<file path="config.mk">
export PLATFORM = sky130hd
export DESIGN_NAME = rgb_led_pwm_bit_encoder_flat
export DESIGN_NICKNAME = d
export VERILOG_FILES = /design/src/hw/rtl/rlpbe_pkg.sv /design/src/hw/rtl/rlpbe_if.sv /design/src/hw/rtl/rgb_led_pwm_bit_encoder.sv /design/src/hw/rtl/rlpbe_hue_mod.sv /design/src/flat_wrapper.sv
export SDC_FILE = /design/constraint.sdc
export NUM_CORES = 1
export LEC_CHECK = 0
export ABC_AREA = 1
export BUFFER_PORTS_ARGS = -buffer_cell sky130_fd_sc_hd__clkbuf_2
export CAP_MARGIN = 10
export CORE_MARGIN = 3
export CORE_UTILIZATION = 51
export DETAILED_ROUTE_END_ITERATION = 8
export PLACE_DENSITY = 0.81
export SLEW_MARGIN = 20
export SYNTH_ARGS = -nofsm -noshare
export SYNTH_HDL_FRONTEND = slang
export SYNTH_SLANG_ARGS = --single-unit
export TNS_END_PERCENT = 50
</file>
<file path="constraint.sdc">
create_clock -name clk -period 3.7 [get_ports clk]
set_input_delay 0.74 -clock clk [delete_from_list [all_inputs] [get_ports clk]]
set_output_delay 0.74 -clock clk [all_outputs]
set_load 0.05 [all_outputs]
</file>
<file path="src/hw/rtl/rlpbe_pkg.sv">
// Shared types, constants and the hue wheel lookup for the RGB LED bit encoder.
package rlpbe_pkg;

  localparam int unsigned WHEEL_STEPS    = 1536;
  localparam int unsigned MAX_SLOTS      = 64;
  localparam int unsigned BITS_PER_PIXEL = 24;
  localparam int unsigned HUE_W          = 11;
  localparam int unsigned SLOT_W         = 7;
  localparam int unsigned DUTY_W         = 16;

  localparam logic [15:0] DUTY_ONE_RST    = 16'd192;
  localparam logic [15:0] DUTY_ZERO_RST   = 16'd96;
  localparam logic [6:0]  RESET_SLOTS_RST = 7'd42;
  localparam logic [10:0] HUE_STEP_RST    = 11'd192;

  typedef enum logic [1:0] {
    REQ_EXPLICIT = 2'd0,
    REQ_RAINBOW  = 2'd1,
    REQ_EOF      = 2'd2,
    REQ_NONE     = 2'd3
  } req_type_t;

  typedef enum logic [1:0] {
    CFG_DUTY_ONE    = 2'd0,
    CFG_DUTY_ZERO   = 2'd1,
    CFG_RESET_SLOTS = 2'd2,
    CFG_HUE_STEP    = 2'd3
  } cfg_index_t;

  typedef enum logic [1:0] {
    ST_IDLE    = 2'd0,
    ST_PIXEL   = 2'd1,
    ST_TRAILER = 2'd2,
    ST_SETTLE  = 2'd3
  } state_t;

  // Request to the shared modular adder: result = (a + b) mod WHEEL_STEPS.
  typedef struct packed {
    logic              start;
    logic [HUE_W-1:0]  a;
    logic [HUE_W-1:0]  b;
  } hue_req_t;

  typedef struct packed {
    logic              busy;
    logic              done;
    logic [HUE_W-1:0]  result;
  } hue_stat_t;

  // Six-segment hue wheel, returned as a GRB word. The position is below WHEEL_STEPS.
  function automatic logic [23:0] wheel_colour(input logic [HUE_W-1:0] pos);
    logic [7:0] f;
    logic [7:0] r;
    logic [7:0] g;
    logic [7:0] b;
    f = pos[7:0];
    case (pos[10:8])
      3'd0: begin r = 8'hFF;     g = f;         b = 8'h00;     end
      3'd1: begin r = 8'hFF - f; g = 8'hFF;     b = 8'h00;     end
      3'd2: begin r = 8'h00;     g = 8'hFF;     b = f;         end
      3'd3: begin r = 8'h00;     g = 8'hFF - f; b = 8'hFF;     end
      3'd4: begin r = f;         g = 8'h00;     b = 8'hFF;     end
      default: begin r = 8'hFF;  g = 8'h00;     b = 8'hFF - f; end
    endcase
    return {g, r, b};
  endfunction

endpackage

</file>
<file path="src/hw/rtl/rlpbe_if.sv">
// Valid/ready stream interfaces for pixel requests and duty slots.
interface rlpbe_in_if;
  logic       valid;
  logic       ready;
  logic [1:0] req_type;
  logic [7:0] red;
  logic [7:0] green;
  logic [7:0] blue;

  modport source (output valid, req_type, red, green, blue, input ready);
  modport sink (input valid, req_type, red, green, blue, output ready);
endinterface

interface rlpbe_out_if;
  logic        valid;
  logic        ready;
  logic [15:0] duty;
  logic        is_reset;
  logic        last;

  modport source (output valid, duty, is_reset, last, input ready);
  modport sink (input valid, duty, is_reset, last, output ready);
endinterface

</file>
<file path="src/hw/rtl/rgb_led_pwm_bit_encoder.sv">
// Top level of the RGB LED pixel stream encoder with hue wheel colour source.
// Each accepted pixel request produces 24 duty slots (green, red, blue, MSB first), one per
// cycle while the sink is ready; the next request is taken in the cycle the last slot of
// the current one leaves. An end-of-frame request produces min(reset_slots, 64) zero-duty
// trailer slots. Rainbow pixels and end-of-frame requests after rainbow pixels use a shared
// modular adder; it overlaps the slot output, so only an end-of-frame whose trailer ends
// before the adder is done holds off the next request until the adder is done.
// Configuration is written through cfg_we, cfg_index and cfg_data; the user must write it
// only while no request is in progress, as the block itself does not enforce this.
module rgb_led_pwm_bit_encoder (
  input  logic        clk,
  input  logic        rst,
  rlpbe_in_if.sink    pix_in,
  rlpbe_out_if.source slot_out,
  input  logic        cfg_we,
  input  logic [1:0]  cfg_index,
  input  logic [15:0] cfg_data
);

  rlpbe_pkg::state_t    state;
  rlpbe_pkg::state_t    state_next;
  rlpbe_pkg::req_type_t req;
  rlpbe_pkg::hue_req_t  hue_req;
  rlpbe_pkg::hue_stat_t hue_stat;

  logic [15:0] duty_one;
  logic [15:0] duty_zero;
  logic [6:0]  reset_slots;
  logic [10:0] hue_step;

  logic [10:0] effect_time;
  logic [10:0] hue_position;
  logic        rainbow_used;
  logic        hue_to_effect;

  logic [23:0] word;
  logic [6:0]  slot_cnt;
  logic [6:0]  trail_len;
  logic [6:0]  trail_n;

  logic out_fire;
  logic is_last;
  logic finish;
  logic accept;

  rlpbe_hue_mod u_hue_mod (
    .clk  (clk),
    .rst  (rst),
    .req  (hue_req),
    .stat (hue_stat)
  );

  assign req      = rlpbe_pkg::req_type_t'(pix_in.req_type);
  assign trail_n  = (reset_slots > 7'(rlpbe_pkg::MAX_SLOTS)) ?
                    7'(rlpbe_pkg::MAX_SLOTS) : reset_slots;
  assign out_fire = slot_out.valid && slot_out.ready;
  assign is_last  = (state == rlpbe_pkg::ST_TRAILER) ? (slot_cnt == trail_len - 7'd1) :
                    (slot_cnt == 7'(rlpbe_pkg::BITS_PER_PIXEL - 1));
  assign finish   = out_fire && is_last;

  assign pix_in.ready = (state == rlpbe_pkg::ST_IDLE) || (finish && !hue_stat.busy);
  assign accept       = pix_in.valid && pix_in.ready;

  assign slot_out.valid    = (state == rlpbe_pkg::ST_PIXEL) || (state == rlpbe_pkg::ST_TRAILER);
  assign slot_out.is_reset = (state == rlpbe_pkg::ST_TRAILER);
  assign slot_out.last     = is_last;
  assign slot_out.duty     = (state == rlpbe_pkg::ST_TRAILER) ? '0 :
                             (word[23] ? duty_one : duty_zero);

  always_comb begin
    state_next = state;
    hue_req    = '0;
    unique case (state)
      rlpbe_pkg::ST_IDLE: begin
      end
      rlpbe_pkg::ST_PIXEL, rlpbe_pkg::ST_TRAILER: begin
        if (finish) begin
          state_next = hue_stat.busy ? rlpbe_pkg::ST_SETTLE : rlpbe_pkg::ST_IDLE;
        end
      end
      rlpbe_pkg::ST_SETTLE: begin
        if (!hue_stat.busy) begin
          state_next = rlpbe_pkg::ST_IDLE;
        end
      end
    endcase
    if (accept) begin
      unique case (req)
        rlpbe_pkg::REQ_EXPLICIT: begin
          state_next = rlpbe_pkg::ST_PIXEL;
        end
        rlpbe_pkg::REQ_RAINBOW: begin
          state_next    = rlpbe_pkg::ST_PIXEL;
          hue_req.start = 1'b1;
          hue_req.a     = hue_position;
          hue_req.b     = hue_step;
        end
        rlpbe_pkg::REQ_EOF: begin
          if (rainbow_used) begin
            hue_req.start = 1'b1;
            hue_req.a     = effect_time;
            hue_req.b     = 11'd1;
          end
          if (trail_n != 7'd0) begin
            state_next = rlpbe_pkg::ST_TRAILER;
          end else begin
            state_next = rainbow_used ? rlpbe_pkg::ST_SETTLE : rlpbe_pkg::ST_IDLE;
          end
        end
        rlpbe_pkg::REQ_NONE: begin
          state_next = rlpbe_pkg::ST_IDLE;
        end
      endcase
    end
  end

  always_ff @(posedge clk) begin
    if (rst) begin
      state <= rlpbe_pkg::ST_IDLE;
    end else begin
      state <= state_next;
    end
  end

  always_ff @(posedge clk) begin
    if (rst) begin
      duty_one    <= rlpbe_pkg::DUTY_ONE_RST;
      duty_zero   <= rlpbe_pkg::DUTY_ZERO_RST;
      reset_slots <= rlpbe_pkg::RESET_SLOTS_RST;
      hue_step    <= rlpbe_pkg::HUE_STEP_RST;
    end else if (cfg_we) begin
      unique case (rlpbe_pkg::cfg_index_t'(cfg_index))
        rlpbe_pkg::CFG_DUTY_ONE:    duty_one    <= cfg_data;
        rlpbe_pkg::CFG_DUTY_ZERO:   duty_zero   <= cfg_data;
        rlpbe_pkg::CFG_RESET_SLOTS: reset_slots <= cfg_data[6:0];
        rlpbe_pkg::CFG_HUE_STEP:    hue_step    <= cfg_data[10:0];
      endcase
    end
  end

  // Frame state. The adder result lands in the hue position, and also in the effect time
  // when it was started by an end of frame.
  always_ff @(posedge clk) begin
    if (rst) begin
      effect_time   <= '0;
      hue_position  <= '0;
      rainbow_used  <= 1'b0;
      hue_to_effect <= 1'b0;
    end else begin
      if (hue_stat.done) begin
        hue_position <= hue_stat.result;
        if (hue_to_effect) begin
          effect_time <= hue_stat.result;
        end
      end
      if (accept && req == rlpbe_pkg::REQ_RAINBOW) begin
        rainbow_used  <= 1'b1;
        hue_to_effect <= 1'b0;
      end
      if (accept && req == rlpbe_pkg::REQ_EOF) begin
        rainbow_used  <= 1'b0;
        hue_to_effect <= 1'b1;
        if (!rainbow_used) begin
          hue_position <= effect_time;
        end
      end
    end
  end

  always_ff @(posedge clk) begin
    if (accept) begin
      slot_cnt  <= '0;
      trail_len <= trail_n;
      if (req == rlpbe_pkg::REQ_RAINBOW) begin
        word <= rlpbe_pkg::wheel_colour(hue_position);
      end else begin
        word <= {pix_in.green, pix_in.red, pix_in.blue};
      end
    end else if (out_fire) begin
      slot_cnt <= slot_cnt + 7'd1;
      word     <= {word[22:0], 1'b0};
    end
  end

  a_idle_adder_quiet: assert property (@(posedge clk) disable iff (rst)
    (state == rlpbe_pkg::ST_IDLE) |-> !hue_stat.busy)
    else $error("hue adder still busy while idle");

  a_hue_in_range: assert property (@(posedge clk) disable iff (rst)
    hue_position < 11'(rlpbe_pkg::WHEEL_STEPS))
    else $error("hue position outside the wheel");

  a_effect_in_range: assert property (@(posedge clk) disable iff (rst)
    effect_time < 11'(rlpbe_pkg::WHEEL_STEPS))
    else $error("effect time outside the wheel");

  a_pixel_starts_slots: assert property (@(posedge clk) disable iff (rst)
    (accept && (req == rlpbe_pkg::REQ_EXPLICIT || req == rlpbe_pkg::REQ_RAINBOW))
    |=> (slot_out.valid && !slot_out.is_reset && slot_cnt == 7'd0))
    else $error("pixel request did not start its slots");

endmodule

</file>
<file path="src/hw/rtl/rlpbe_hue_mod.sv">
// Shared iterative modular adder for the hue position and the effect time.
module rlpbe_hue_mod (
  input  logic                clk,
  input  logic                rst,
  input  rlpbe_pkg::hue_req_t req,
  output rlpbe_pkg::hue_stat_t stat
);

  logic        running;
  logic        done;
  logic [11:0] acc;

  // The raw sum stays below three wheel turns, so at most two subtractions follow.
  always_ff @(posedge clk) begin
    if (rst) begin
      running <= 1'b0;
      done    <= 1'b0;
    end else begin
      done <= 1'b0;
      if (req.start) begin
        running <= 1'b1;
      end else if (running && acc < 12'(rlpbe_pkg::WHEEL_STEPS)) begin
        running <= 1'b0;
        done    <= 1'b1;
      end
    end
  end

  always_ff @(posedge clk) begin
    if (req.start) begin
      acc <= {1'b0, req.a} + {1'b0, req.b};
    end else if (running && acc >= 12'(rlpbe_pkg::WHEEL_STEPS)) begin
      acc <= acc - 12'(rlpbe_pkg::WHEEL_STEPS);
    end
  end

  assign stat.busy   = running || done;
  assign stat.done   = done;
  assign stat.result = acc[10:0];

endmodule
</file>
<file path="src/flat_wrapper.sv">
// flat-port wrapper written by rule: the top's interface ports become plain ports
module rgb_led_pwm_bit_encoder_flat 
  (clk, rst, cfg_we, cfg_index, cfg_data, pix_in_valid, pix_in_req_type, pix_in_red, pix_in_green, pix_in_blue, pix_in_ready, slot_out_valid, slot_out_duty, slot_out_is_reset, slot_out_last, slot_out_ready);
  rlpbe_in_if pix_in_i ();
  rlpbe_out_if slot_out_i ();
  input  logic clk;
  input  logic rst;
  input  logic cfg_we;
  input  logic [1:0] cfg_index;
  input  logic [15:0] cfg_data;
  input wire logic [$bits(pix_in_i.valid)-1:0] pix_in_valid;
  input wire logic [$bits(pix_in_i.req_type)-1:0] pix_in_req_type;
  input wire logic [$bits(pix_in_i.red)-1:0] pix_in_red;
  input wire logic [$bits(pix_in_i.green)-1:0] pix_in_green;
  input wire logic [$bits(pix_in_i.blue)-1:0] pix_in_blue;
  output wire logic [$bits(pix_in_i.ready)-1:0] pix_in_ready;
  output wire logic [$bits(slot_out_i.valid)-1:0] slot_out_valid;
  output wire logic [$bits(slot_out_i.duty)-1:0] slot_out_duty;
  output wire logic [$bits(slot_out_i.is_reset)-1:0] slot_out_is_reset;
  output wire logic [$bits(slot_out_i.last)-1:0] slot_out_last;
  input wire logic [$bits(slot_out_i.ready)-1:0] slot_out_ready;
  assign pix_in_i.valid = pix_in_valid;
  assign pix_in_i.req_type = pix_in_req_type;
  assign pix_in_i.red = pix_in_red;
  assign pix_in_i.green = pix_in_green;
  assign pix_in_i.blue = pix_in_blue;
  assign pix_in_ready = pix_in_i.ready;
  assign slot_out_valid = slot_out_i.valid;
  assign slot_out_duty = slot_out_i.duty;
  assign slot_out_is_reset = slot_out_i.is_reset;
  assign slot_out_last = slot_out_i.last;
  assign slot_out_i.ready = slot_out_ready;
  rgb_led_pwm_bit_encoder u_core (.clk(clk), .rst(rst), .pix_in(pix_in_i), .slot_out(slot_out_i), .cfg_we(cfg_we), .cfg_index(cfg_index), .cfg_data(cfg_data));
endmodule
</file>
==> results of run 1 <==
-- sequential cells by signal, summed over array words and instances (netlist names), 7 cells and up --
name and count:
u_core.word 24, u_core.duty_one 16, u_core.duty_zero 16, u_core.u_hue_mod.acc 12, u_core.effect_time 11, u_core.hue_position 11
u_core.hue_step 11, u_core.reset_slots 7, u_core.slot_cnt 7, u_core.trail_len 7
-- cell usage after synthesis --
master	count	area share
o211ai_1	3	0.0032
a31oi_1	2	0.0018
nand2_4	1	0.0016
ha_1	21	0.037
nor3_2	4	0.0057
dfxtp_1	85	0.24
o21ai_1	1	0.00071
clkinv_2	1	0.00071
o21a_1	2	0.0021
o21ai_0	101	0.072
inv_1	91	0.049
o21bai_4	1	0.0027
nand2_1	251	0.13
o21bai_1	1	0.0011
o22ai_1	17	0.015
o31ai_1	9	0.0096
fa_1	1	0.0028
buf_2	8	0.0057
inv_2	2	0.0011
buf_4	1	0.0011
xor2_1	6	0.0075
clkbuf_1	37	0.020
nor2_2	2	0.0018
a21oi_2	1	0.0012
nand3_2	1	0.0014
edfxtp_1	43	0.18
and2_1	1	0.00089
o2111ai_1	1	0.0012
buf_6	1	0.0016
nand3_1	33	0.024
buf_1	2	0.0011
nand4_1	19	0.017
nor4_1	3	0.0027
a21oi_1	56	0.040
nor3_1	11	0.0078
a211oi_1	14	0.015
clkinv_1	1	0.00053
nor2_1	149	0.080
a22oi_1	1	0.0011
nand2_2	1	0.00089
xnor2_1	2	0.0025
-- metrics by stage --
step	setup WS, ns	setup TNS [ns]	util	total power [W]
2_1_floorplan	-0.0169	-0.0169	-	0.00294
5_1_grt	-0.438	-1.26	0.634	0.00519
3_3_place_gp	0.0456	0	0.571	0.00327
4_1_cts	0.00242	0	0.622	0.00489
6_report	-0.206	-0.380	0.634	0.00494
3_5_place_dp	-0.0891	-0.0891	0.571	0.00331
-- where the power goes --
| part | switching [W] | internal (W) |
|---|---|---|
| sequential | 0.000129 | 0.00176 |
| combinational | 0.00105 | 0.000448 |
| clock | 0.000673 | 0.000874 |
| total | 0.00185 | 0.00309 |
-- area by class of cell --
type / count / area (um^2)
fill: 1144 / 4880
multi-input combinational: 716 / 3690
sequential: 128 / 2990
timing repair buffer: 109 / 652
clock buffer: 17 / 425
inverter: 95 / 364
tap: 176 / 220
clock inverter: 15 / 124
-- timing repair --
item / in CTS / in global routing
buffers inserted: 11 / 5
resized for setup: 13 / 35
pin swaps: 17 / 26
endpoints found under the setup margin: 1 / 7
-- critical path: stages, from the launching register on --
cell      delay, ns
edfxtp_1       0.40
inv_2          0.10
ha_4           0.15
inv_4          0.05
nor2_4         0.11
nand4_1        0.15
nand4_1        0.14
nand2_2        0.09
nor2_4         0.13
nand3_2        0.10
o21bai_4       0.20
nand2_4        0.10
a211oi_4       0.22
ha_4           0.17
inv_2          0.04
fa_2           0.37
o31ai_4        0.27
nand2_1        0.12
nand2_1        0.10
nand2_2        0.07
a21oi_2        0.18
o21ai_1        0.08
nand2_1        0.08
xor2_1         0.18
nor2_1         0.06
-- logic make-up after synthesis --
group,after synthesis,synth area share
buffers and inverters,144,0.0801
adders and majority gates,22,0.0402
AOI/OAI and AO/OA,210,0.167
DFF,128,0.426
and+or+nand+nor,476,0.277
xor gates and xnor gates,8,0.00997
-- layer usage --
metal	up-vias	global-route usage	routed length, um
met4	0	0.0830	353
li1	3427	-	-
met5	-	0	0
met1	3153	0.317	8110
met2	270	0.398	8750
met3	34	0.0512	1170
-- path summary, 6_finish.rpt --
path,startpoint,to,slack (ns),depth (start not counted)
setup / recovery,u_core.trail_len[0],u_core.u_hue_mod.acc[8],-0.21,24
hold / removal,u_core.hue_step[3],u_core.hue_step[3],0.45,2
setup reg to reg,u_core.trail_len[0],u_core.u_hue_mod.acc[8],-0.21,24
hold reg to reg,u_core.hue_step[3],u_core.hue_step[3],0.45,2
==> qor.txt, run 1 <==
Syn. warnings: 0
Max Slew Vio Count: 0
routed via count: 6,884
synth unique cells: 41
Final Cycle Share: 1.06
Cell Count, Final, Fillers Out: 1,256
Net Count, Synth: 1,059
total track usage: 0.242
Worst setup SP type: flop
I/O pin count: 69
Avg WL per Cell: 14.6 um
status: finished with violations
RSZ-0062 raised after global routing: yes
worst setup path class: reg -> reg
Die Ht: 123 um
vias in the first global route: 6,245
Bufs on Longest Clock Path: 2
Final ANT Viol Nets: 0
Avg Cell Area, Syn: 7.11 um^2
Hold Buf Count CTS: 0
VDD IR-drop max: 393 uV
Post-DP Area: 7620 um^2
DR vias/cell: 5.48
htree depth: 4
gr ovfl total: 0
Placed Instances: 1,209
Setup Skew: 0.00670 ns
design area: 8460 um^2
Die Width: 123 um
number of max-cap violations: 0
Iter 0 DRT Violations: 672
CTS Root Cell: clkbuf_16
Crit Path Max Fanout: 3
Core Footprint: 13,300 um^2
Worst EP required: 3.87 ns
DRT Pass-1 Iters: 5
share of cells above drive strength 1: 0.181
WL final: 18.4 mm
most common cell after layout, fill and taps aside: nand2_1
Die Area: 15,200 um^2
Tightest Hold Check Type: reg -> reg
Crit. End Element: flop
initial core utilization: 0.526
final hold vios: 0
Hold WS: 0.453 ns
Layout Nets: 1,138
Fmax: 256 MHz
detailed placement HPWL: 12.2 mm
CTS tree: yes
violated checks: setup timing
Skew-Pair Late Insertion Delay: 0.42 ns
Mapped Cells: 988
min cycle time layout: 3.91 ns
worst-margin pin slew: 0.792 ns
area grow syn2layout: 20.5%
# setup viols final: 2
Clock Pin Slew Worst Setup and Hold Paths: 0.06 ns
PortBufs: 68
initial antenna violation count: 0
row cnt: 42
static leakage: 3.55 nW
most frequent cells in the layout: 241 x nand2_1, 141 x nor2_1, 99 x o21ai_0
Post-route DRC: 0
TritonCTS Sinks: 128
Final GP Congestion: 0.908
Arr. time, crit path: 4.08 ns
CTS Buf Count: 17
relative slew slack: 0.468
Synth Cell Area: 7030 um^2
ant diodes: 0
fin worst setup slack: -0.206 ns
Yosys reg bits: 128
largest net degree at the start of global routing: 52
register area share after synthesis: 0.426
Power Dens Cells: 583 nW/um^2
first-pass GRT wire length: 29.4 mm
Note: power is estimated with default switching activity, not from simulation.
==> inputs of run 2 (changes only) <==
Settings changed: ABC_AREA 1 to unset, SKIP_CTS_REPAIR_TIMING set to 1, SLEW_MARGIN 20 to unset.
==> run 2 against run 1 <==
Net effect: the run still ends with setup timing left; highest routed layer unchanged; cell area rose by 1.6%; hold slack better by 0.0020 ns; flip-flop and latch count did not move; clock power up 9.7%; sequential power hardly changed.
==> qor.txt, run 2 <==
status: finished with violations
violated checks: setup timing
CTS tree: yes
top cells by count, synth: 156 x nand2_1, 85 x dfxtp_1, 79 x a21oi_1, 70 x nor2_1, 50 x clkbuf_1
cell with the most instances after synthesis: nand2_1
detailed placement HPWL: 11.5 mm (-5.9%)
initial core utilization: 0.525 (-0.000931)
DR vias/cell: 5.75 (+4.8%)
top cell type's share of synthesized area: 0.244 (+0.00139)
Layout Nets: 1,006 (-12%)
worst-margin pin slew: 1.05 ns (+0.256 ns)
Final Cycle Share: 1.20 (+0.149)
# setup viols final: 9 (+7)
Clock Pin Slew Worst Setup and Hold Paths: 0.06 ns (about the same)
Net Count, Synth: 914 (-14%)
asr flop ratio synth: 0 (unchanged)
EDFF count, synth: 43 (unchanged)
Die Ht: 123 um (-0.27%)
PortBufs: 68 (unchanged)
Worst EP required: 3.87 ns (about the same)
slowest CP cell: or4_4
ant diodes: 0 (unchanged)
RSZ-0062 raised after global routing: yes
Tightest Hold Check Type: reg -> reg
most frequent cells in the layout: 156 x nand2_1, 85 x dfxtp_1, 78 x a21oi_1
Avg WL per Cell: 15.8 um (+8.2%)
TritonCTS Sinks: 128 (unchanged)
worst setup path class: reg -> reg
Die Width: 123 um (-0.27%)
Reg power frac: 0.366 (-0.017)
largest net degree at the start of global routing: 64 (+23%)
Avg Cell Area, Syn: 8.29 um^2 (+17%)
Crit path top cell by count: a21o_1
number of max-cap violations: 0 (unchanged)
Clk network pwr share: 0.328 (+0.015)
relative slew slack: 0.300 (-0.168)
CTS Buf Count: 17 (unchanged)
cell count along the critical path: 15 (-38%)
worst-path cell chain: or4_4, or2_4, o41ai_4, a311oi_2, o41a_1, or3_4, inv_2, ha_4, a21o_1, a21o_1, a311o_1, a21o_1, a21oi_2, xor2_1, nor2_1
Syn. warnings: 0 (unchanged)
CP delay by family, top: compound AO/OA/AOI/OAI gates
switching part of the total power: 0.343 (-0.0318)
VDD IR-drop max: 351 uV (-11%)
Comb pwr share: 0.306 (+0.003)
Arr. time, crit path: 4.63 ns (+0.55 ns)
row cnt: 42 (unchanged)
Yosys reg bits: 128 (unchanged)
Reg with most FFs: u_core.word
Tot Pwr: 0.00519 W (+5.1%)
most common cell after layout, fill and taps aside: nand2_1
min cycle time layout: 4.46 ns (+0.551 ns)
Pint: 0.00341 W (+10%)
initial antenna violation count: 0 (unchanged)
area grow syn2layout: 23.1%
register area share after synthesis: 0.428 (+0.00244)
Synth area leaders: dfxtp_1 24%, edfxtp_1 18%, nand2_1 8.4%, a21oi_1 5.7%, ha_1 3.8%
Core Footprint: 13,300 um^2 (-0.39%)
Skew-Pair Late Insertion Delay: 0.43 ns (about the same)
Crit. End Element: flop
Power Dens Cells: 603 nW/um^2 (+3.4%)
Max Slew Vio Count: 0 (unchanged)
top_reg_cell synth: dfxtp_1
vias in the first global route: 5,833 (-6.6%)
total track usage: 0.228 (-0.0139)
Final ANT Viol Nets: 0 (unchanged)
Die Area: 15,100 um^2 (-0.54%)
Fmax: 224 MHz (-12%)
Iter 0 DRT Violations: 786 (+17%)
Synth Cell Area: 6990 um^2 (-0.57%)
net switching power: 0.00178 W (-3.9%)
Worst path max stage delay: 0.55 ns (+0.15 ns)
Setup Skew: 0.00953 ns (+0.00283 ns)
Largest regs: u_core.word: 24 flops, u_core.duty_one: 16 flops, u_core.duty_zero: 16 flops
I/O pin count: 69 (unchanged)
R2R depth: 15 (-38%)
CTS Root Cell: clkbuf_16
static leakage: 3.48 nW (-1.9%)
routed via count: 6,459 (-6.2%)
design area: 8600 um^2 (+1.6%)
htree depth: 4 (unchanged)
CP bufs+invs: 1 (-2)
fin worst setup slack: -0.757 ns (-0.551 ns)
Post-DP Area: 7820 um^2 (+2.5%)
Bufs on Longest Clock Path: 2 (unchanged)
Crit Path Max Fanout: 5 (+2)
gr ovfl total: 0 (unchanged)
Worst setup SP type: flop
share of cells above drive strength 1: 0.219 (+0.0379)
Mapped Cells: 843 (-15%)
WHS Path Cells: 2 (unchanged)
Post-route DRC: 0 (unchanged)
final hold vios: 0 (unchanged)
DRT Pass-1 Iters: 6 (+1)
Largest register FFs: 24 (unchanged)
synth unique cells: 62 (+51%)
Final GP Congestion: 0.853 (-6.1%)
first-pass GRT wire length: 27.6 mm (-5.9%)
Yosys top cell by area: dfxtp_1
WL final: 17.8 mm (-3.2%)
run 2: kinds of logic (layout without fill, tap and decap cells):
group | count (synthesis) | count (layout) | share of synthesized area
simple gates | 354 | 354 | 0.236
fa+ha+maj | 22 | 22 | 0.0405
compound gates | 208 | 208 | 0.191
flops | 128 | 128 | 0.428
xor+xnor | 18 | 18 | 0.0226
mux | 21 | 21 | 0.0301
buf+inv | 92 | 197 | 0.0518
run 2: final timing paths:
path	from	slack [ns]	to
setup / recovery	u_core.trail_len[1]	-0.76	u_core.u_hue_mod.acc[7]
hold / removal	u_core.duty_zero[11]	0.46	u_core.duty_zero[11]
setup reg to reg	u_core.trail_len[1]	-0.76	u_core.u_hue_mod.acc[7]
hold reg to reg	u_core.duty_zero[11]	0.46	u_core.duty_zero[11]
run 2: per-layer routing:
layer,global-route usage,vias up,share of wire
met5,0,-,0
met4,0.0727,0,0.022
met3,0.0522,43,0.059
met1,0.302,3040,0.44
li1,-,3154,-
met2,0.372,222,0.48
run 2: area by class of cell:
class,count,area (um^2)
clock buffer,18,450
clock inverter,14,150
sequential,128,2990
multi-input combinational,623,3790
timing repair buffer,139,900
inverter,26,97.6
fill,1082,4700
tap,176,220
run 2: tightest hold or removal path, stage by stage, from the launching register on:
cell     delay, ns
dfxtp_1       0.31
nand2_1       0.05
a21oi_1       0.05
run 2: per-stage QoR:
stage,hold slack [ns],TNS (ns),setup WS [ns],utilization,std cells
floorplan,0.429,-2.80,-0.458,-,843
global placement,0.441,-3.02,-0.527,0.588,1085
detailed placement,0.446,-4.21,-0.695,0.588,1085
CTS,0.455,-4.52,-0.725,0.633,1117
global route,0.477,-6.22,-0.880,0.647,1124
finish,0.455,-5.09,-0.757,0.647,1124
run 2: power groups by stage:
stage	clock network [W]	registers [W]	logic, W
after global routing	0.00178	0.00191	0.00173
after CTS	0.00172	0.00189	0.00153
after detailed placement	0	0.00192	0.00152
after global placement	0	0.00191	0.00148
after floorplan	0	0.00188	0.00110
final	0.00170	0.00190	0.00159
==> inputs of run 3 (changes only) <==
Settings changed: SKIP_CTS_REPAIR_TIMING 1 to unset.
==> run 3 against run 2 <==
Net effect: clock skew decreased by 0.0022 ns; largest cell class unchanged; fmax increased by 4.5%; worst setup slack improved by 0.19 ns; flip-flop and latch count unchanged; the flow still finishes with violations (setup timing); cell count increased by 0.36%; non-clock buffer count increased by 4; power increased by 0.56%.
==> qor.txt, run 3 (synthesis results as in run 2) <==
Critical R2R Launch: u_core.trail_len[2]
Final GP Congestion: 0.853 (unchanged)
Avg WL per Cell: 15.8 um (-0.15%)
Final ANT Viol Nets: 0 (unchanged)
Die Width: 123 um (unchanged)
most frequent cells in the layout: 156 x nand2_1, 85 x dfxtp_1, 77 x a21oi_1
Worst setup SP type: flop
total track usage: 0.237 (+0.00907)
CTS tree: yes
WL final: 17.8 mm (+0.21%)
slowest CP cell: or4_4
RSZ-0062 raised after global routing: yes
Largest register FFs: 24 (unchanged)
Crit Path Max Fanout: 4 (-1)
reg-to-reg slack, setup: -0.56 ns (+0.19 ns)
Setup Skew: 0.00734 ns (-0.00219 ns)
worst-path cell chain: or4_4, buf_6, buf_6, a21oi_2, xnor2_1, o211ai_1, o41a_1, inv_2, nand2b_4, nor2_4, ha_4, inv_2, fa_2, nor2b_2, o21a_1, nor2_2, o211ai_1, a211oi_2, nor3_1, mux2i_1
# setup viols final: 8 (-1)
Worst Hold Launch: u_core.duty_zero[3]
initial core utilization: 0.525 (unchanged)
Reg power frac: 0.364 (-0.002)
CTS Root Cell: clkbuf_16
relative slew slack: 0.315 (+0.0157)
violated checks: setup timing
Skew-Pair Late Insertion Delay: 0.43 ns (about the same)
initial antenna violation count: 0 (unchanged)
Crit. End Element: flop
Power Dens Cells: 601 nW/um^2 (-0.45%)
net switching power: 0.00180 W (+1.0%)
CTS Buf Count: 17 (unchanged)
Tot Pwr: 0.00522 W (+0.56%)
Pint: 0.00342 W (+0.31%)
DRT Pass-1 Iters: 6 (unchanged)
Post-route DRC: 0 (unchanged)
Post-Place Setup Slack: -0.695 ns (unchanged)
status: finished with violations
Clock Pin Slew Worst Setup and Hold Paths: 0.06 ns (about the same)
Worst EP required: 3.87 ns (about the same)
number of max-cap violations: 0 (unchanged)
Worst path max stage delay: 0.56 ns (about the same)
VDD IR-drop max: 377 uV (+7.4%)
final hold vios: 0 (unchanged)
WHS Path Cells: 2 (unchanged)
area grow syn2layout: 24.3%
Hold Path End: u_core.duty_zero[3]
Comb pwr share: 0.309 (+0.003)
ant diodes: 0 (unchanged)
DR vias/cell: 5.72 (-0.48%)
design area: 8680 um^2 (+1.0%)
TritonCTS Sinks: 128 (unchanged)
Max Slew Vio Count: 0 (unchanged)
fin worst setup slack: -0.565 ns (+0.192 ns)
row cnt: 42 (unchanged)
Hold Buf Count CTS: 0
I/O pin count: 69 (unchanged)
Tightest Hold Check Type: reg -> reg
Largest regs: u_core.word: 24 flops, u_core.duty_one: 16 flops, u_core.duty_zero: 16 flops
first-pass GRT wire length: 28.6 mm (+3.6%)
Cell Count, Final, Fillers Out: 1,128 (+0.36%)
Fin Setup TNS: -3.53 ns (+1.56 ns)
Post-DP Area: 7820 um^2 (unchanged)
min cycle time layout: 4.26 ns (-0.192 ns)
FF-to-FF End: u_core.u_hue_mod.acc[10]
Die Area: 15,100 um^2 (unchanged)
switching part of the total power: 0.345 (+0.00160)
routed via count: 6,451 (-0.12%)
Reg with most FFs: u_core.word
Placed Instances: 1,085 (unchanged)
detailed placement HPWL: 11.5 mm (unchanged)
Iter 0 DRT Violations: 682 (-13%)
R2R depth: 20 (+5)
Bufs on Longest Clock Path: 2 (unchanged)
Clk network pwr share: 0.326 (-0.002)
PortBufs: 68 (unchanged)
Layout Nets: 1,010 (+0.40%)
share of cells above drive strength 1: 0.229 (+0.00958)
largest net degree at the start of global routing: 64 (unchanged)
Final Cycle Share: 1.15 (-0.0518)
gr ovfl total: 0 (unchanged)
htree depth: 4 (unchanged)
worst-margin pin slew: 1.02 ns (-0.0235 ns)
Die Ht: 123 um (unchanged)
worst setup path class: reg -> reg
most common cell after layout, fill and taps aside: nand2_1
Core Footprint: 13,300 um^2 (unchanged)
Fmax: 234 MHz (+4.5%)
static leakage: 3.49 nW (+0.38%)
Arr. time, crit path: 4.43 ns (-0.20 ns)
vias in the first global route: 6,000 (+2.9%)
-- run 3: per-stage QoR --
stage / util / hold WS [ns]
floorplan: - / 0.429
global placement: 0.588 / 0.441
detailed placement: 0.588 / 0.446
CTS: 0.646 / 0.455
global route: 0.653 / 0.477
finish: 0.653 / 0.453
-- run 3: metal layers --
metal	part of all wire	global-route usage	up-vias
met2	0.48	0.392	230
li1	-	-	3163
met5	0	0	-
met1	0.44	0.303	3023
met3	0.061	0.0544	35
met4	0.022	0.0907	0
-- run 3: critical path, delay by kind of cell, from the launching register on --
family | cells | cell delay, ns
buf+inv | 4 | 0.45
xor+xnor | 1 | 0.13
compound gates | 6 | 1.29
flops | 1 | 0.39
mux | 1 | 0.09
fa+ha+maj | 2 | 0.49
simple gates | 6 | 1.16
-- run 3: power groups by stage --
stage	Combinational, W	Sequential [W]	Clock [W]
2_1_floorplan	0.00110	0.00188	0
3_3_place_gp	0.00148	0.00191	0
3_5_place_dp	0.00152	0.00192	0
4_1_cts	0.00156	0.00189	0.00172
5_1_grt	0.00176	0.00192	0.00177
6_report	0.00161	0.00190	0.00170
-- run 3: how the worst max path moves through the flow --
stage / to / depth (start not counted) / startpoint
after floorplan: u_core.u_hue_mod.acc[7] / 17 / u_core.trail_len[0]
after global placement: u_core.u_hue_mod.acc[10] / 18 / u_core.trail_len[0]
after detailed placement: u_core.u_hue_mod.acc[10] / 18 / u_core.trail_len[0]
after CTS: u_core.u_hue_mod.acc[10] / 18 / u_core.trail_len[3]
after global routing: u_core.u_hue_mod.acc[10] / 20 / u_core.trail_len[2]
final: u_core.u_hue_mod.acc[10] / 20 / u_core.trail_len[2]
-- run 3: cell type report --
cell class                      count  area, um^2
Timing Repair Buffer              143         921
Sequential cell                   128        2990
Clock inverter                     14         150
Fill cell                        1065        4610
Clock buffer                       18         450
Tap cell                          176         220
Multi-Input combinational cell    623        3850
Inverter                           26        97.6
-- run 3: repair_timing --
action                     4_1_cts  5_1_grt
pin swaps                       17       24
buffers inserted                11        2
setup endpoints to repair       11       20
resized for setup               19       16
